**config.mk**
```make
export PLATFORM = sky130hd
export DESIGN_NAME = hrrn_rank
export DESIGN_NICKNAME = d
export VERILOG_FILES = /design/src/rtl/hrrn_pkg.sv /design/src/rtl/hrrn_rank.sv
export SDC_FILE = /design/constraint.sdc
export NUM_CORES = 2
export LEC_CHECK = 0
export ABC_AREA = 1
export BUFFER_PORTS_ARGS = -buffer_cell sky130_fd_sc_hd__buf_2
export CAP_MARGIN = 20
export CORE_ASPECT_RATIO = 0.9
export CORE_MARGIN = 4
export CORE_UTILIZATION = 50
export CTS_CLUSTER_SIZE = 12
export DETAILED_ROUTE_END_ITERATION = 16
export PLACE_DENSITY = 0.76
export SLEW_MARGIN = 20
export SYNTH_ARGS = -nofsm -noshare
export SYNTH_HDL_FRONTEND = slang
export SYNTH_SLANG_ARGS = --single-unit
export TNS_END_PERCENT = 5
```
**constraint.sdc**
```tcl
create_clock -name clk -period 7.7 [get_ports clk]
set_clock_uncertainty 0.15 [all_clocks]
set_input_delay 1.155 -clock clk [delete_from_list [all_inputs] [get_ports clk]]
set_output_delay 1.155 -clock clk [all_outputs]
set_load 0.01 [all_outputs]
```
**src/rtl/hrrn_pkg.sv**
```systemverilog
// shared constants, slot record, memory request and state types for the hrrn scheduler
package hrrn_pkg;

  localparam int QUEUE_DEPTH = 16;
  localparam int IDX_W       = (QUEUE_DEPTH > 1) ? $clog2(QUEUE_DEPTH) : 1;
  localparam int CNT_W       = $clog2(QUEUE_DEPTH + 1);
  localparam int OUT_CNT_W   = 5;
  localparam int ID_W        = 8;
  localparam int TIME_W      = 32;
  localparam int LEFT_W      = 16;
  localparam int SEQ_W       = 32;
  localparam int WAIT_W      = TIME_W + 1;
  localparam int DEN_W       = LEFT_W + 1;
  localparam int PROD_W      = WAIT_W + DEN_W;

  localparam logic CMD_TICK    = 1'b0;
  localparam logic CMD_ARRIVAL = 1'b1;

  typedef struct packed {
    logic [ID_W-1:0]   id;
    logic [TIME_W-1:0] start;
    logic [LEFT_W-1:0] left;
    logic [SEQ_W-1:0]  seq;
  } slot_t;

  typedef struct packed {
    logic             we;
    logic [IDX_W-1:0] waddr;
    slot_t            wdata;
    logic             re;
    logic [IDX_W-1:0] raddr;
  } ram_req_t;

  typedef enum logic [2:0] {
    ST_IDLE,
    ST_MUL,
    ST_CMP,
    ST_FINISH,
    ST_EMIT
  } state_t;

endpackage

```
**src/rtl/hrrn_rank.sv**
```systemverilog
// response ratio compare: registered cross products, then compare with age tie break
module hrrn_rank import hrrn_pkg::*; (
  input  logic              clk,
  input  slot_t             cand,
  input  slot_t             best,
  input  logic [TIME_W-1:0] now,
  input  logic [SEQ_W-1:0]  next_seq,
  output logic              above
);

  logic signed [WAIT_W-1:0] wait_c;
  logic signed [WAIT_W-1:0] wait_b;
  logic signed [DEN_W-1:0]  den_c;
  logic signed [DEN_W-1:0]  den_b;
  logic signed [PROD_W-1:0] lhs_nxt;
  logic signed [PROD_W-1:0] rhs_nxt;
  logic signed [PROD_W-1:0] lhs_r;
  logic signed [PROD_W-1:0] rhs_r;
  logic [SEQ_W-1:0]         age_c_r;
  logic [SEQ_W-1:0]         age_b_r;

  always_comb begin
    wait_c  = $signed({1'b0, now}) - $signed({1'b0, cand.start});
    wait_b  = $signed({1'b0, now}) - $signed({1'b0, best.start});
    den_c   = $signed({1'b0, (cand.left == '0) ? LEFT_W'(1) : cand.left});
    den_b   = $signed({1'b0, (best.left == '0) ? LEFT_W'(1) : best.left});
    lhs_nxt = wait_c * den_b;
    rhs_nxt = wait_b * den_c;
  end

  always_ff @(posedge clk) begin
    lhs_r   <= lhs_nxt;
    rhs_r   <= rhs_nxt;
    age_c_r <= next_seq - cand.seq;
    age_b_r <= next_seq - best.seq;
  end

  assign above = (lhs_r > rhs_r) || ((lhs_r == rhs_r) && (age_c_r > age_b_r));

endmodule

```
==> metrics.txt <==
Crit Path Max Fanout=5; Initial Utilization=0.5069; RSZ-0062 raised after global routing=true; Clock Pin Slew Worst Setup and Hold Paths=0.08 ns; Starting DRT DRC Count=4426; top cells by count, synth=1827 x inv_1, 1045 x nand2_1, 1010 x fa_1; worst endpoint required time=7.92 ns; final hold vios=0; CTS tree=done; WL/cell=19.52 um; Synth async-reset ratio=0; run status=finished, violations left; Core Box Area=104400 um2; vias in the first global route=51610; All-Layer GR Usage=0.3289; nets=9709; Slew @ Worst Pin=roughly 0.94 ns; slowest cell delay on critical path=roughly 0.59 ns; deepest clock path buffer count=2; final global-route overflow total=0; ys flop type=dfxtp_1; DP Worst Slack=-0.7996 ns; register area share after synthesis=0.06204; Antenna Violating Nets Remaining=0; Post-DP HPWL=about 160000 um; Synth warnings=0; fin worst setup slack=-0.06101 ns; Core Rows=112; root buf cell=clkbuf_16; Cell Area, Synth=52920 um2; hold buffers post-CTS=0; routed length on met3=19420 um; max cap viols=0; Die Wd=approximately 350 um; met1 wire length=74350 um; Min-Delay Path Depth=3; Avg Vias per Cell=5.366; global-route wire length before repair=between 200000 and 300000 um; final WL=183500 um; Netlist cell types=between 50 and 60; CP max-delay cell=fa_1; Area Overhead vs Synth=22.61%; most common cell in the netlist=inv_1; met2 WL=81430 um; Synth Register Bits=164; syn avg cell area=7.510 um2; Synth top area share=0.3821; initial antenna violation count=3; Worst Setup End Kind=flop; DRC viols=0; failing checks=negative setup slack; post-synth top area cell=fa_1; number of synthesized flops with an enable pin=0; fin crit share=1.008; Post-Syn Nets=8744; Die H=316.6 um; Final Setup Violations=9; highest metal used=met4; Die ar.=around 110000 um2; largest net degree at the start of global routing=34; IO Port Bufs=around 230; CTS Buf Count=17; RD Place Congestion=about 1.0; critical path arrival=7.98 ns; via count=50430; max-slew violation count=0; relative slew slack=0.3766; final total negative setup slack=-0.2014 ns; share of layout cells above drive strength 1=0.2064; post-layout min period=7.761 ns; # IOs=242; crit start category=primary input; HP Class=in -> reg; first drt pass iteration count=6; top cells by area, synth=fa_1 38%, inv_1 13%, ha_1 11%, nand2_1 7.4%, dfxtp_1 6.2%; WS Path Type=in -> reg; fmax=128.8 MHz; Mapped Cells=7047; total clock sinks=164; H-Tree Level Count=4
cells by family (layout without fill, tap and decap cells):
family / Yosys count / after routing / share of synthesized area
other: 0 / 4 / 0
AND/OR/NAND/NOR: 2629 / 2629 / 0.2134
AO/OA/AOI/OAI: 624 / 624 / 0.06620
buffers and inverters: 2037 / 3015 / 0.1479
adder cells (fa/ha/maj): 1456 / 1456 / 0.4875
flip-flops: 164 / 164 / 0.06204
XOR/XNOR: 137 / 137 / 0.02296
routing by layer:
layer  up-vias  track usage
li1      23080            -
met3       473      0.06460
met5         -            0
met1     24260       0.4521
met2      2618       0.5188
met4         0       0.1213
final timing paths:
path | startpoint | endpoint
min | cand[0] | age_c_r[0]
max | cand[55] | lhs_r[27]
cell usage in the layout, fill, tap and decap left out, drive strengths merged, types with 90 or more instances in the layout:
cell type,count
a21oi,313
buf,1129
dfxtp,164
fa,1010
ha,446
inv,1845
nand2,1079
nand3,567
nor2,779
o21ai,184
xor2,90
worst max-delay path, delay by kind of cell:
| family | cells | cell delay [ns] |
|---|---|---|
| buf+inv | 12 | 1.32 |
| fa+ha+maj | 8 | 3.64 |
| simple gates | 11 | 1.72 |
| xor+xnor | 1 | 0.16 |
stage by stage:
stage	area, um2	utilization	hold slack (ns)	std cells
2_1_floorplan	52920	-	1.185	7047
3_3_place_gp	62020	0.5940	1.291	9331
3_5_place_dp	62020	0.5940	1.284	9331
4_1_cts	63310	0.6064	0.8349	9369
5_1_grt	64880	0.6214	0.8370	9393
6_report	64890	0.6215	0.8512	9397
state kept, by name, indices dropped and copies added (netlist names):
name and cells:
age_b_r 32, age_c_r 32, rhs_r 50, lhs_r 50
layout make-up:
| type | count | area [um2] |
|---|---|---|
| Inverter | 1854 | 6979 |
| Clock inverter | 15 | 206.4 |
| Clock buffer | 17 | 425.4 |
| Timing Repair Buffer | 1129 | 8554 |
| Sequential cell | 164 | 3283 |
| Fill cell | 9154 | 39510 |
| Tap cell | 1368 | 1712 |
| Multi-Input combinational cell | 4846 | 43720 |
| Antenna cell | 4 | 10.01 |
repair_timing:
| item | 4_1_cts | 5_1_grt |
|---|---|---|
| setup buffers | 6 | 23 |
| gates resized for setup | 168 | 335 |
| pin swaps | 31 | 76 |
| hold endpoints to repair | 0 | 0 |
| gates cloned | 0 | 1 |
| endpoints found under the setup margin | 71 | 74 |
Power is left out: the tool's default activity adds up to more than one toggle a clock period on the data nets, which glitch-free logic cannot reach.
